[src/hdl/vspd_pkg.sv]
package vspd_pkg;

	localparam int unsigned RawW   = 12;
	localparam int unsigned LevelW = 10;
	localparam int unsigned TimeW  = 32;
	localparam int unsigned LoadW  = 8;
	localparam int unsigned SpanW  = 16;
	localparam int unsigned CfgIdxW  = 3;
	localparam int unsigned CfgDataW = 16;

	localparam logic [RawW-1:0] RawMax = RawW'(1023);

	localparam logic [CfgIdxW-1:0] REG_RISE_THRESHOLD   = 3'd0;
	localparam logic [CfgIdxW-1:0] REG_FALL_THRESHOLD   = 3'd1;
	localparam logic [CfgIdxW-1:0] REG_NOISE_MARGIN     = 3'd2;
	localparam logic [CfgIdxW-1:0] REG_FRESH_GAP        = 3'd3;
	localparam logic [CfgIdxW-1:0] REG_STARTUP_HOLD     = 3'd4;
	localparam logic [CfgIdxW-1:0] REG_CONFIRM_TIME     = 3'd5;
	localparam logic [CfgIdxW-1:0] REG_RECONNECT_WINDOW = 3'd6;
	localparam logic [CfgIdxW-1:0] REG_RISE_WINDOW      = 3'd7;

	localparam logic [LevelW-1:0] RiseDefault      = 10'd32;
	localparam logic [LevelW-1:0] FallDefault      = 10'd16;
	localparam logic [LevelW-1:0] NoiseDefault     = 10'd4;
	localparam logic [SpanW-1:0]  FreshDefault     = 16'd2000;
	localparam logic [SpanW-1:0]  StartupDefault   = 16'd3000;
	localparam logic [SpanW-1:0]  ConfirmDefault   = 16'd400;
	localparam logic [SpanW-1:0]  ReconnectDefault = 16'd10000;
	localparam logic [SpanW-1:0]  RiseWinDefault   = 16'd3000;

	typedef enum logic [1:0] {
		PH_BASELINE = 2'd0,
		PH_RISE     = 2'd1,
		PH_CONFIRM  = 2'd2
	} phase_t;

	typedef struct packed {
		logic [LevelW-1:0] rise_threshold;
		logic [LevelW-1:0] fall_threshold;
		logic [LevelW-1:0] noise_margin;
		logic [SpanW-1:0]  fresh_gap;
		logic [SpanW-1:0]  startup_hold;
		logic [SpanW-1:0]  confirm_time;
		logic [SpanW-1:0]  reconnect_window;
		logic [SpanW-1:0]  rise_window;
	} cfg_t;

	typedef struct packed {
		logic [RawW-1:0]  raw_level;
		logic [TimeW-1:0] time_ms;
		logic             sample_valid;
		logic [LoadW-1:0] load_state;
	} sample_t;

	typedef struct packed {
		logic              tracking;
		logic [TimeW-1:0]  init_time;
		logic [TimeW-1:0]  last_sample_time;
		logic [LevelW-1:0] baseline;
		logic [TimeW-1:0]  threshold_since;
		phase_t            pending_phase;
		logic [TimeW-1:0]  pending_since;
		logic [LevelW-1:0] peak_level;
		logic              active_flag;
		logic [LoadW-1:0]  last_load;
		logic              rearm_flag;
		logic [TimeW-1:0]  release_time;
	} state_t;

endpackage

[src/hdl/vspd_if.sv]
interface vspd_sample_if;
	logic                        valid;
	logic                        ready;
	logic [vspd_pkg::RawW-1:0]   raw_level;
	logic [vspd_pkg::TimeW-1:0]  time_ms;
	logic                        sample_valid;
	logic [vspd_pkg::LoadW-1:0]  load_state;

	modport source (output valid, raw_level, time_ms, sample_valid, load_state, input ready);
	modport sink (input valid, raw_level, time_ms, sample_valid, load_state, output ready);
endinterface

interface vspd_result_if;
	logic valid;
	logic ready;
	logic charging_active;

	modport source (output valid, charging_active, input ready);
	modport sink (input valid, charging_active, output ready);
endinterface

[src/hdl/voltage_step_presence_detector_unit.sv]
// Voltage step presence detector.
// Channels: "sample" takes one word per sample (raw_level, time_ms,
// sample_valid, load_state); "result" gives one word per sample carrying
// charging_active. Both use valid/ready; a word moves when both are high.
// Configuration: cfg_we with cfg_index 0..7 writes cfg_data into the
// matching register; write only while no sample is in flight.
// Path: a sample goes through the input register, then the tracker update
// into the result register; a stalled result can hold it in between.
// Throughput: one sample per cycle while results are taken; the tracker
// update between input and result register is combinational.
// Reset: all tracker state and both stage valids clear; registers return
// to their defaults. Nothing is emitted until a sample is accepted.
// Stall: a held result keeps its value; the input register still fills,
// and sample.ready drops only while both stages are full and the result
// is not taken.
module voltage_step_presence_detector_unit (
	input  logic                          clk,
	input  logic                          arst_n,
	vspd_sample_if.sink                   sample,
	vspd_result_if.source                 result,
	input  logic                          cfg_we,
	input  logic [vspd_pkg::CfgIdxW-1:0]  cfg_index,
	input  logic [vspd_pkg::CfgDataW-1:0] cfg_data
);

	vspd_pkg::cfg_t    cfg;
	vspd_pkg::sample_t item_s1;
	logic              valid_s1;
	logic              valid_s2;
	logic              active_s2;
	logic              active_d;
	logic              advance;

	assign advance      = valid_s1 && (!valid_s2 || result.ready);
	assign sample.ready = !valid_s1 || advance;

	vspd_cfg u_cfg (
		.clk       (clk),
		.arst_n    (arst_n),
		.cfg_we    (cfg_we),
		.cfg_index (cfg_index),
		.cfg_data  (cfg_data),
		.cfg       (cfg)
	);

	vspd_core u_core (
		.clk      (clk),
		.arst_n   (arst_n),
		.advance  (advance),
		.item     (item_s1),
		.cfg      (cfg),
		.active_d (active_d)
	);

	always_ff @(posedge clk or negedge arst_n) begin
		if (!arst_n) begin
			valid_s1 <= 1'b0;
			valid_s2 <= 1'b0;
		end else begin
			if (sample.ready)
				valid_s1 <= sample.valid;
			if (advance)
				valid_s2 <= 1'b1;
			else if (result.ready)
				valid_s2 <= 1'b0;
		end
	end

	always_ff @(posedge clk) begin
		if (sample.ready && sample.valid) begin
			item_s1.raw_level    <= sample.raw_level;
			item_s1.time_ms      <= sample.time_ms;
			item_s1.sample_valid <= sample.sample_valid;
			item_s1.load_state   <= sample.load_state;
		end
		if (advance)
			active_s2 <= active_d;
	end

	assign result.valid           = valid_s2;
	assign result.charging_active = active_s2;

endmodule

[src/hdl/vspd_cfg.sv]
module vspd_cfg (
	input  logic                             clk,
	input  logic                             arst_n,
	input  logic                             cfg_we,
	input  logic [vspd_pkg::CfgIdxW-1:0]     cfg_index,
	input  logic [vspd_pkg::CfgDataW-1:0]    cfg_data,
	output vspd_pkg::cfg_t                   cfg
);

	vspd_pkg::cfg_t cfg_q;

	always_ff @(posedge clk or negedge arst_n) begin
		if (!arst_n) begin
			cfg_q.rise_threshold   <= vspd_pkg::RiseDefault;
			cfg_q.fall_threshold   <= vspd_pkg::FallDefault;
			cfg_q.noise_margin     <= vspd_pkg::NoiseDefault;
			cfg_q.fresh_gap        <= vspd_pkg::FreshDefault;
			cfg_q.startup_hold     <= vspd_pkg::StartupDefault;
			cfg_q.confirm_time     <= vspd_pkg::ConfirmDefault;
			cfg_q.reconnect_window <= vspd_pkg::ReconnectDefault;
			cfg_q.rise_window      <= vspd_pkg::RiseWinDefault;
		end else if (cfg_we) begin
			case (cfg_index)
				vspd_pkg::REG_RISE_THRESHOLD:   cfg_q.rise_threshold   <= cfg_data[9:0];
				vspd_pkg::REG_FALL_THRESHOLD:   cfg_q.fall_threshold   <= cfg_data[9:0];
				vspd_pkg::REG_NOISE_MARGIN:     cfg_q.noise_margin     <= cfg_data[9:0];
				vspd_pkg::REG_FRESH_GAP:        cfg_q.fresh_gap        <= cfg_data;
				vspd_pkg::REG_STARTUP_HOLD:     cfg_q.startup_hold     <= cfg_data;
				vspd_pkg::REG_CONFIRM_TIME:     cfg_q.confirm_time     <= cfg_data;
				vspd_pkg::REG_RECONNECT_WINDOW: cfg_q.reconnect_window <= cfg_data;
				vspd_pkg::REG_RISE_WINDOW:      cfg_q.rise_window      <= cfg_data;
				default: ;
			endcase
		end
	end

	assign cfg = cfg_q;

endmodule

[src/hdl/vspd_core.sv]
module vspd_core (
	input  logic              clk,
	input  logic              arst_n,
	input  logic              advance,
	input  vspd_pkg::sample_t item,
	input  vspd_pkg::cfg_t    cfg,
	output logic              active_d
);

	vspd_pkg::state_t st_q;
	vspd_pkg::state_t st_d;

	logic [vspd_pkg::LevelW-1:0] raw;
	logic [vspd_pkg::TimeW-1:0]  t;
	logic [vspd_pkg::TimeW-1:0]  gap_dt;
	logic [vspd_pkg::TimeW-1:0]  init_dt;
	logic [vspd_pkg::TimeW-1:0]  rel_dt;
	logic [vspd_pkg::LevelW:0]   raw_fall;
	logic [vspd_pkg::LevelW:0]   raw_noise;
	logic [vspd_pkg::LevelW:0]   base_fall;
	logic [vspd_pkg::LevelW:0]   base_noise;
	logic [vspd_pkg::LevelW:0]   base_rise;
	logic                        changed;
	logic                        paired;

	assign raw     = item.raw_level[vspd_pkg::LevelW-1:0];
	assign t       = item.time_ms;
	assign gap_dt  = t - st_q.last_sample_time;
	assign init_dt = t - st_q.init_time;
	assign rel_dt  = t - st_q.release_time;
	assign raw_fall   = {1'b0, raw} + {1'b0, cfg.fall_threshold};
	assign raw_noise  = {1'b0, raw} + {1'b0, cfg.noise_margin};
	assign base_fall  = {1'b0, st_q.baseline} + {1'b0, cfg.fall_threshold};
	assign base_noise = {1'b0, st_q.baseline} + {1'b0, cfg.noise_margin};
	assign base_rise  = {1'b0, st_q.baseline} + {1'b0, cfg.rise_threshold};

	always_comb begin
		st_d    = st_q;
		changed = (item.load_state != st_q.last_load);
		paired  = 1'b0;
		if (!item.sample_valid || item.raw_level > vspd_pkg::RawMax) begin
			st_d.tracking    = 1'b0;
			st_d.active_flag = 1'b0;
			st_d.rearm_flag  = 1'b0;
		end else if (!st_q.tracking || gap_dt > {16'd0, cfg.fresh_gap}) begin
			st_d.tracking         = 1'b1;
			st_d.init_time        = t;
			st_d.last_sample_time = t;
			st_d.baseline         = raw;
			st_d.active_flag      = 1'b0;
			st_d.pending_phase    = vspd_pkg::PH_BASELINE;
			st_d.rearm_flag       = 1'b0;
			st_d.last_load        = item.load_state;
		end else begin
			st_d.last_sample_time = t;
			st_d.last_load        = item.load_state;
			if (changed)
				st_d.rearm_flag = 1'b0;
			if (init_dt < {16'd0, cfg.startup_hold}) begin
				st_d.baseline      = raw;
				st_d.pending_phase = vspd_pkg::PH_BASELINE;
				st_d.active_flag   = 1'b0;
				st_d.rearm_flag    = 1'b0;
			end else if (st_q.active_flag) begin
				if (changed && raw_fall > {1'b0, st_q.peak_level}) begin
					st_d.peak_level    = raw;
					st_d.pending_phase = vspd_pkg::PH_BASELINE;
				end
				if (raw_fall <= {1'b0, st_d.peak_level}) begin
					if (st_d.pending_phase == vspd_pkg::PH_BASELINE) begin
						st_d.pending_phase = vspd_pkg::PH_RISE;
						st_d.pending_since = t;
					end
					if ((t - st_d.pending_since) >= {16'd0, cfg.confirm_time}) begin
						st_d.active_flag   = 1'b0;
						st_d.pending_phase = vspd_pkg::PH_BASELINE;
						st_d.baseline      = raw;
						st_d.release_time  = t;
					end
				end else begin
					st_d.pending_phase = vspd_pkg::PH_BASELINE;
					if (raw > st_d.peak_level)
						st_d.peak_level = raw;
				end
			end else begin
				if (rel_dt > {16'd0, cfg.reconnect_window})
					st_d.rearm_flag = 1'b0;
				if (changed) begin
					st_d.baseline      = raw;
					st_d.pending_phase = vspd_pkg::PH_BASELINE;
				end else if (raw <= st_q.baseline ||
						(st_q.pending_phase != vspd_pkg::PH_BASELINE &&
						(t - st_q.pending_since) > {16'd0, cfg.rise_window})) begin
					st_d.baseline      = raw;
					st_d.pending_phase = vspd_pkg::PH_BASELINE;
				end else if ({1'b0, raw} > base_noise ||
						st_q.pending_phase != vspd_pkg::PH_BASELINE) begin
					if (st_d.pending_phase == vspd_pkg::PH_BASELINE) begin
						st_d.pending_phase = vspd_pkg::PH_RISE;
						st_d.pending_since = t;
					end
					paired = st_d.rearm_flag && raw_noise >= base_fall &&
						raw_noise >= {1'b0, st_q.peak_level};
					if ({1'b0, raw} >= base_rise || paired) begin
						if (st_d.pending_phase != vspd_pkg::PH_CONFIRM) begin
							st_d.pending_phase   = vspd_pkg::PH_CONFIRM;
							st_d.threshold_since = t;
						end
						if ((t - st_d.threshold_since) >= {16'd0, cfg.confirm_time}) begin
							st_d.active_flag   = 1'b1;
							st_d.rearm_flag    = 1'b1;
							st_d.pending_phase = vspd_pkg::PH_BASELINE;
							if (!paired || raw > st_q.peak_level)
								st_d.peak_level = raw;
						end
					end else begin
						st_d.pending_phase = vspd_pkg::PH_RISE;
					end
				end
			end
		end
	end

	always_ff @(posedge clk or negedge arst_n) begin
		if (!arst_n) begin
			st_q <= '{default: '0, pending_phase: vspd_pkg::PH_BASELINE};
		end else if (advance) begin
			st_q <= st_d;
		end
	end

	assign active_d = st_d.active_flag;

endmodule
[src/flat_wrapper.sv]
// flat-port wrapper written by rule: the top's interface ports become plain ports
module voltage_step_presence_detector_unit_flat 
  (clk, arst_n, cfg_we, cfg_index, cfg_data, sample_valid, sample_raw_level, sample_time_ms, sample_sample_valid, sample_load_state, sample_ready, result_valid, result_charging_active, result_ready);
  vspd_sample_if sample_i ();
  vspd_result_if result_i ();
  input  logic clk;
  input  logic arst_n;
  input  logic cfg_we;
  input  logic [vspd_pkg::CfgIdxW-1:0] cfg_index;
  input  logic [vspd_pkg::CfgDataW-1:0] cfg_data;
  input wire logic [$bits(sample_i.valid)-1:0] sample_valid;
  input wire logic [$bits(sample_i.raw_level)-1:0] sample_raw_level;
  input wire logic [$bits(sample_i.time_ms)-1:0] sample_time_ms;
  input wire logic [$bits(sample_i.sample_valid)-1:0] sample_sample_valid;
  input wire logic [$bits(sample_i.load_state)-1:0] sample_load_state;
  output wire logic [$bits(sample_i.ready)-1:0] sample_ready;
  output wire logic [$bits(result_i.valid)-1:0] result_valid;
  output wire logic [$bits(result_i.charging_active)-1:0] result_charging_active;
  input wire logic [$bits(result_i.ready)-1:0] result_ready;
  assign sample_i.valid = sample_valid;
  assign sample_i.raw_level = sample_raw_level;
  assign sample_i.time_ms = sample_time_ms;
  assign sample_i.sample_valid = sample_sample_valid;
  assign sample_i.load_state = sample_load_state;
  assign sample_ready = sample_i.ready;
  assign result_valid = result_i.valid;
  assign result_charging_active = result_i.charging_active;
  assign result_i.ready = result_ready;
  voltage_step_presence_detector_unit u_core (.clk(clk), .arst_n(arst_n), .sample(sample_i), .result(result_i), .cfg_we(cfg_we), .cfg_index(cfg_index), .cfg_data(cfg_data));
endmodule
[config.mk]
export PLATFORM = sky130hd
export DESIGN_NAME = voltage_step_presence_detector_unit_flat
export DESIGN_NICKNAME = d
export VERILOG_FILES = /design/src/hdl/vspd_pkg.sv /design/src/hdl/vspd_if.sv /design/src/hdl/voltage_step_presence_detector_unit.sv /design/src/hdl/vspd_cfg.sv /design/src/hdl/vspd_core.sv /design/src/flat_wrapper.sv
export SDC_FILE = /design/constraint.sdc
export NUM_CORES = 1
export LEC_CHECK = 0
export BUFFER_PORTS_ARGS = -buffer_cell sky130_fd_sc_hd__buf_2
export CAP_MARGIN = 5
export CORE_MARGIN = 1
export CORE_UTILIZATION = 30
export CTS_BUF_LIST = sky130_fd_sc_hd__clkbuf_8
export CTS_CLUSTER_DIAMETER = 30
export DETAILED_ROUTE_END_ITERATION = 7
export PLACE_DENSITY = 0.49
export SLEW_MARGIN = 20
export SYNTH_ARGS = -nofsm -noshare
export SYNTH_HDL_FRONTEND = slang
export SYNTH_HIERARCHICAL = 1
export SYNTH_SLANG_ARGS = --single-unit
[constraint.sdc]
create_clock -name clk -period 9.8 [get_ports clk]
set_clock_uncertainty 0.2 [all_clocks]
set_input_delay 1.47 -clock clk [delete_from_list [all_inputs] [get_ports clk]]
set_output_delay 1.47 -clock clk [all_outputs]
set_load 0.01 [all_outputs]
### Yosys cells after proc, flatten, opt, wreduce, memory -nomap -nowiden

Index checks and enable logic that the tools add are counted.
W data, S select, Z words.

| storage, ports and cells | value |
|---|---|
| output and inout port bits | 3 |
| register bits | 359 |
| logic and storage cells | 212 |

| operators by class | value |
|---|---|
| reductions and logical operators | 50 |
| multiplexer cells | 88 |
| $lt $le $gt $ge | 16 |
| bitwise gates (word level) | 6 |
| eq/ne operators | 14 |
| add/subtract/negate cells | 11 |

Operator list:

| operator | number |
|---|---|
| $mux W34 | 23 |
| $mux W77 | 7 |
| $sub A32 B32 Y32 | 6 |
| $mux W10 | 16 |
| $gt A32 B16 Y1 | 3 |
| $mux W43 | 2 |
| $ge A32 B16 Y1 | 2 |
| $mux W32 | 2 |
| $add A10 B10 Y11 | 5 |
| $mux W45 | 1 |
| $mux W33 | 1 |
| $lt A32 B16 Y1 | 1 |
| $reduce_bool A5 Y1 | 6 |
| $mux W2 | 13 |
| $mux W11 | 2 |
| $mux W1 | 21 |
| $gt A10 B10 Y1 | 2 |
| $reduce_and A2 Y1 | 10 |
| $reduce_and A9 Y1 | 2 |
| $reduce_bool A7 Y1 | 2 |
| $eq A3 B3 Y1 const B | 4 |
| $gt A12 B10 Y1 const B | 1 |
| $ge A10 B11 Y1 | 1 |
| $ge A11 B10 Y1 | 1 |
| 22 further kinds | 51 |

### Depth between registers and ports, before layout

| depth | value |
|---|---|
| depth in word-level cells | 37 |
| depth in mapped cells | 45 |
| depth with buffers taken out | 43 |

### Cells and area by module

The synthesis kept the hierarchy.

Modules (own cells, without submodules):

| module | area an instance (um2) | times used | sequential area each (um2) | cells an instance |
|---|---|---|---|---|
| vspd_core | 26819.5 | 1 | 4829.6 | 3384 |
| vspd_cfg | 4299.1 | 1 | 2791.4 | 241 |
| voltage_step_presence_detector_unit | 1725.4 | 1 | 1671.6 | 62 |

### Worst setup path before layout

OpenSTA, ideal clock, no wires.

| path | value |
|---|---|
| kind | register to register |
| from | reg u_core/item_s1[42] (netlist bit) |
| to | reg u_core/u_core/st_q[11] (netlist bit) |
| required time | 9.475 ns |
| cell stages (with the launch flop) | 46 |
| clock period less this slack | 8.533 ns |
| buffers on the path | 2 |
| arrival time | 8.207 ns |
| setup slack | 1.267 ns |
| path through | edfxtp_1 > ha_1 > a21o_1 > a21oi_1 > o21bai_1 > a21oi_1 > o21bai_1 > a21oi_1 > o21bai_1 > a21oi_1 > xnor2_1 > ha_1 > nand4_1 > or3_1 > o221ai_1 > a31oi_1 > nor2_1 > clkbuf_1 > [10 not listed] > o21ai_0 > a31oi_1 > o21ai_0 > ha_1 > a21o_1 > a21o_1 > a21oi_1 > nor2_1 > nor4_1 > o211ai_1 > a2111oi_0 > o211ai_1 > nor4_1 > nand4_1 > or3_4 > nand3_4 > buf_12 > mux2_4 |

| between the ends | value |
|---|---|
| cells in the longest elaborated chain, start to end | 18 |

RTL lines:

| what | RTL line | text |
|---|---|---|
| start: declaration | voltage_step_presence_detector_unit.sv:27 | `vspd_pkg::sample_t item_s1;` |
| $add A10 B10 Y11 | vspd_core.sv:31 | `assign raw_fall = {1'b0, raw} + {1'b0, cfg.fall_threshold};` |
| $gt A11 B10 Y1 | vspd_core.sv:65 | `if (changed && raw_fall > {1'b0, st_q.peak_level}) begin` |
| $logic_and A1 B1 Y1 | vspd_core.sv:65 |  |
| $mux W2 | vspd_core.sv:65 |  |
| $mux W2 | vspd_core.sv:64 | `end else if (st_q.active_flag) begin` |
| $mux W2 | vspd_core.sv:59 | `if (init_dt < {16'd0, cfg.startup_hold}) begin` |
| $mux W2 | vspd_core.sv:45 | `end else if (!st_q.tracking \|\| gap_dt > {16'd0, cfg.fresh_gap}) begin` |
| $mux W2 | vspd_core.sv:41 | `if (!item.sample_valid \|\| item.raw_level > vspd_pkg::RawMax) begin` |
| [2 not listed] | -- |  |
| $mux W34 | vspd_core.sv:69 | `if (raw_fall <= {1'b0, st_d.peak_level}) begin` |
| $mux W34 | vspd_core.sv:64 |  |
| $mux W34 | vspd_core.sv:59 |  |
| $mux W34 | vspd_core.sv:45 |  |
| $mux W34 | vspd_core.sv:41 |  |
| $sub A32 B32 Y32 | vspd_core.sv:74 | `if ((t - st_d.pending_since) >= {16'd0, cfg.confirm_time}) begin` |
| $ge A32 B16 Y1 | vspd_core.sv:74 |  |
| $reduce_and A7 Y1 (no source line) * | -- |  |
| end signal: assignment | vspd_core.sv:128 | `st_q <= st_d;` |
| end: declaration | vspd_core.sv:10 | `vspd_pkg::state_t st_q;` |

Mark *: on every way between the ends. The rest lies on a longest branch, timed or not. The select of a mux whose other input is x is not followed.
A chain may end at the register's enable or synchronous reset.

### Worst setup path in the final report

| path | value |
|---|---|
| from | reg u_core/item_s1[42] (netlist bit) |
| to | reg u_core/u_core/st_q[1] (netlist bit) |

The elaborated chain is that of the path after synthesis.

==> implementation parameters <==
Parameter                              Value

STA
  Total setup violations reported at the end of the flow    0
  Period minus WS final    9140 ps
  Fin crit share    93.3%
  Number of failing hold endpoints at the final stage    0
  Upper clock frequency limit    109 MHz
  Worst Slack Setup Final    659 ps
  Unrepaired setup endpoints after global routing    false
  Number of slew-limit violations in the final report    0
  Worst max-slew margin expressed relative to the limit    28.2%
  Tightest Pin Transition    1070 ps
  Final worst hold slack    283 ps
  Total Neg Setup Slack    0 ps

Synth
  Per-instance average area after synthesis    8.91 um2
  Most common flop cell mapped by yosys    sky130_fd_sc_hd__dfrtp_1
  Synthesized instance count    3687
  Number of warnings reported in the yosys synthesis log    6
  Mapped cell area    32800 um2
  Post-synth cell types    111
  Async set or reset register ratio after synthesis    85.0%
  Portion of the post-synthesis area used by sequential elements    28.3%
  Synthesized Nets    4186
  Number of flops mapped to enable cells by yosys    54
  Number of register bits inferred by synthesis    359

Worst setup path
  Worst EP arrival    9570 ps
  Register-to-Register Path Depth    41
  Crit end category    flip-flop
  Worst setup slack for register-to-register paths    660 ps
  Master of the slowest instance on the critical path    sky130_fd_sc_hd__edfxtp_1
  Capture instance of the worst register-to-register path    u_core/u_core/st_q[1]
  Crit path capture    u_core/u_core/st_q[1]
  Crit path launch    u_core/item_s1[42]
  Bufs and invs on worst path    3
  RR Startpoint    u_core/item_s1[42]
  CP Launch Type    flip-flop
  Path length in cells of the critical path    41
  Critical-path maximum fanout    32
  Path type of the worst setup path    flip-flop to flip-flop
  Data required time of the critical path    10230 ps
  Delay-heaviest family, CP    compound AO/OA/AOI/OAI gates
  Largest incremental delay on the critical path    480 ps

Clocking
  Inserted Clock Buffers    119
  Depth of the CTS H-tree    3
  Cell at the root of the clock tree    sky130_fd_sc_hd__clkbuf_8
  Reg clk slew, reported paths    50 ps
  Max Root-Sink Buffers    3
  Number of clock sinks    359
  Worst skew pair latency    780 ps
  TritonCTS clock tree    built
  Count of hold-fix buffers inserted at cts    0

Detailed routing
  Count of TritonRoute iterations in the first routing pass    5
  Antenna Violating Nets Remaining    0
  DRC errors left    0
  Total wire length    107000 um
  DR vias    27900
  Detailed Route Iter0 Violations    1473
  Mean routed wirelength per cell    19.9 um
  Mean number of vias per cell    5.20

Layout
  Area Growth Syn to Fin    15.7%
  Share of final-layout standard cells stronger than drive strength 1    14.9%
  Utilization of the core after routing    35.0%
  Number of cells in the finished layout apart from fillers    5374
  Most frequent cells in the layout    411 x sky130_fd_sc_hd__ha_1, 377 x sky130_fd_sc_hd__inv_1, 290 x sky130_fd_sc_hd__a21oi_1
  Finished layout cell area    38000 um2
  Most frequent standard cell in the layout excluding fill and tap cells    sky130_fd_sc_hd__ha_1
  Number of nets in the layout    4350

GRT
  Number of antenna violations at the first check in global routing    8
  Grt total ovfl    0
  Number of global-route vias before repair    28300
  Aggregate global-route resource usage    19.2%
  Largest net degree at the start of global routing    120
  Global-route wire length before repair    165000 um

Power and ir drop
  Overall Power    8.55 mW
  Pwr dens    225 nW/um2
  Highest ir drop seen on vdd    130 uV
  Leakage power total    17.8 nW

Floorplanning
  Starting density of the core    30.2%
  X dimension of the die    333 um
  Core area    109000 um2
  Area enclosed by the die boundary    111000 um2
  Overall die height    333 um
  I/O pin cnt    80
  Core Rows    121

Hold path
  Start point of the worst min-delay path    u_core/item_s1[5]
  HP Class    flip-flop to flip-flop

Placed design
  Port bufs    79
  Placed cell count    5140
  Post-detailed-placement cell area    35000 um2
  Setup Slack @ Placement    196 ps
  Final estimated routing congestion in global placement    0.922
  Final HPWL DP    82800 um

Status
  Status    complete, no violations

Job
  Maximum Capacitance Violations    0
==> flip-flops by register name, summed over array words and instances, names as in the netlist <==
name and count:
u_core/u_core/st_q 193, u_core/u_cfg/cfg 110, u_core/item_s1 53, u_core/result.charging_active 1, u_core/result.valid 1, u_core/valid_s1 1
==> cell type report <==
class / instances / area (um2)
repair buffers: 140 / 896
inverters: 366 / 1370
multi-input cells: 2865 / 21800
diodes: 2 / 5.00
clock buffers: 124 / 1710
fillers: 11300 / 70700
well taps: 1414 / 1770
flip-flops and latches: 359 / 9290
clock inverters: 104 / 1200
==> worst min-delay path, cell delays in order, from the launching register on <==
cell and delay (ps):
sky130_fd_sc_hd__edfxtp_1 350, sky130_fd_sc_hd__nand2_1 60, sky130_fd_sc_hd__nand2_1 50
==> kinds of logic (layout without fill, tap and decap cells) <==
kind of cell / after synthesis / after routing / share of synthesized area [%]
compound gates: 1039 / 1039 / 20.6
xor+xnor: 162 / 162 / 4.32
fa+ha+maj: 426 / 426 / 16.4
buf+inv: 463 / 734 / 5.77
flops: 359 / 359 / 28.3
mux: 290 / 290 / 9.90
other cells: 0 / 2 / 0
simple gates: 948 / 948 / 14.7
==> worst min-delay path by stage <==
stage | endpoint | slack, ps | depth (start not counted)
finish | u_core/u_core/st_q[38] | 280 | 2
global route | u_core/u_core/st_q[38] | 310 | 2
CTS | u_core/u_core/st_q[38] | 290 | 2
detailed placement | u_core/u_core/st_q[39] | 280 | 2
global placement | u_core/u_core/st_q[128] | 270 | 2
floorplan | u_core/u_core/st_q[128] | 250 | 2
==> synthesized netlist by cell type, types with 10 or more instances <==
master                      instances  area [um2]
sky130_fd_sc_hd__ha_1             412        5150
sky130_fd_sc_hd__inv_1            365        1370
sky130_fd_sc_hd__a21oi_1          290        1450
sky130_fd_sc_hd__dfrtp_1          274        6860
sky130_fd_sc_hd__nand2_1          254         953
sky130_fd_sc_hd__nor2_1           237         890
sky130_fd_sc_hd__o21ai_0          212        1060
sky130_fd_sc_hd__mux2i_1          128        1280
sky130_fd_sc_hd__a21o_1           125         938
sky130_fd_sc_hd__mux2_2           114        1280
sky130_fd_sc_hd__xnor2_1          106         928
sky130_fd_sc_hd__nand4_1           62         388
sky130_fd_sc_hd__nor3_1            62         310
sky130_fd_sc_hd__o21a_1            58         435
sky130_fd_sc_hd__xor2_1            56         490
sky130_fd_sc_hd__clkbuf_1          55         206
sky130_fd_sc_hd__edfxtp_1          54        1620
sky130_fd_sc_hd__nand3_1           54         270
sky130_fd_sc_hd__nor2b_1           51         319
sky130_fd_sc_hd__o21bai_1          50         375
sky130_fd_sc_hd__nand2b_1          42         263
sky130_fd_sc_hd__mux2_4            39         586
sky130_fd_sc_hd__a211oi_1          37         278
sky130_fd_sc_hd__a31oi_1           34         213
sky130_fd_sc_hd__dfstp_2           31         815
sky130_fd_sc_hd__nor4_1            27         169
sky130_fd_sc_hd__o31ai_1           26         195
sky130_fd_sc_hd__and3_1            24         150
sky130_fd_sc_hd__or3_1             22         138
sky130_fd_sc_hd__and2_1            21         131
sky130_fd_sc_hd__o211ai_1          20         150
sky130_fd_sc_hd__a21boi_0          17         128
sky130_fd_sc_hd__a22oi_1           15         113
sky130_fd_sc_hd__buf_2             14        70.1
sky130_fd_sc_hd__or2_2             13        81.3
sky130_fd_sc_hd__buf_4             12        90.1
sky130_fd_sc_hd__nor3b_1           12        90.1
sky130_fd_sc_hd__o2111ai_1         12         105
sky130_fd_sc_hd__a2111oi_0         11        96.3
sky130_fd_sc_hd__o22ai_1           11        68.8
sky130_fd_sc_hd__a211o_1           10        87.6
sky130_fd_sc_hd__fa_1              10         200
sky130_fd_sc_hd__o21ai_1           10        50.1
==> per-layer routing <==
metal / track usage, % / vias to the layer above / wire length (um)
li1: - / 13800 / -
met3: 2.38 / 171 / 3470
met2: 33.5 / 454 / 51800
met4: 5.83 / 0 / 2760
met1: 24.5 / 13500 / 48900
met5: 0 / - / 0
==> report_power, final <==
part           leakage [nW]  internal [mW]  switching (mW)
registers              4.03           1.76           0.151
logic                  12.2           1.59            2.19
clock network          1.54           1.91           0.939
total                  17.8           5.27            3.28
==> timing repair <==
| action | CTS | global route |
|---|---|---|
| resized for setup | 0 | 12 |
| setup endpoints to repair | 0 | 46 |
| buffers inserted | 0 | 4 |
| hold endpoints to repair | 0 | 0 |
Power figures use the tool's default switching activity.
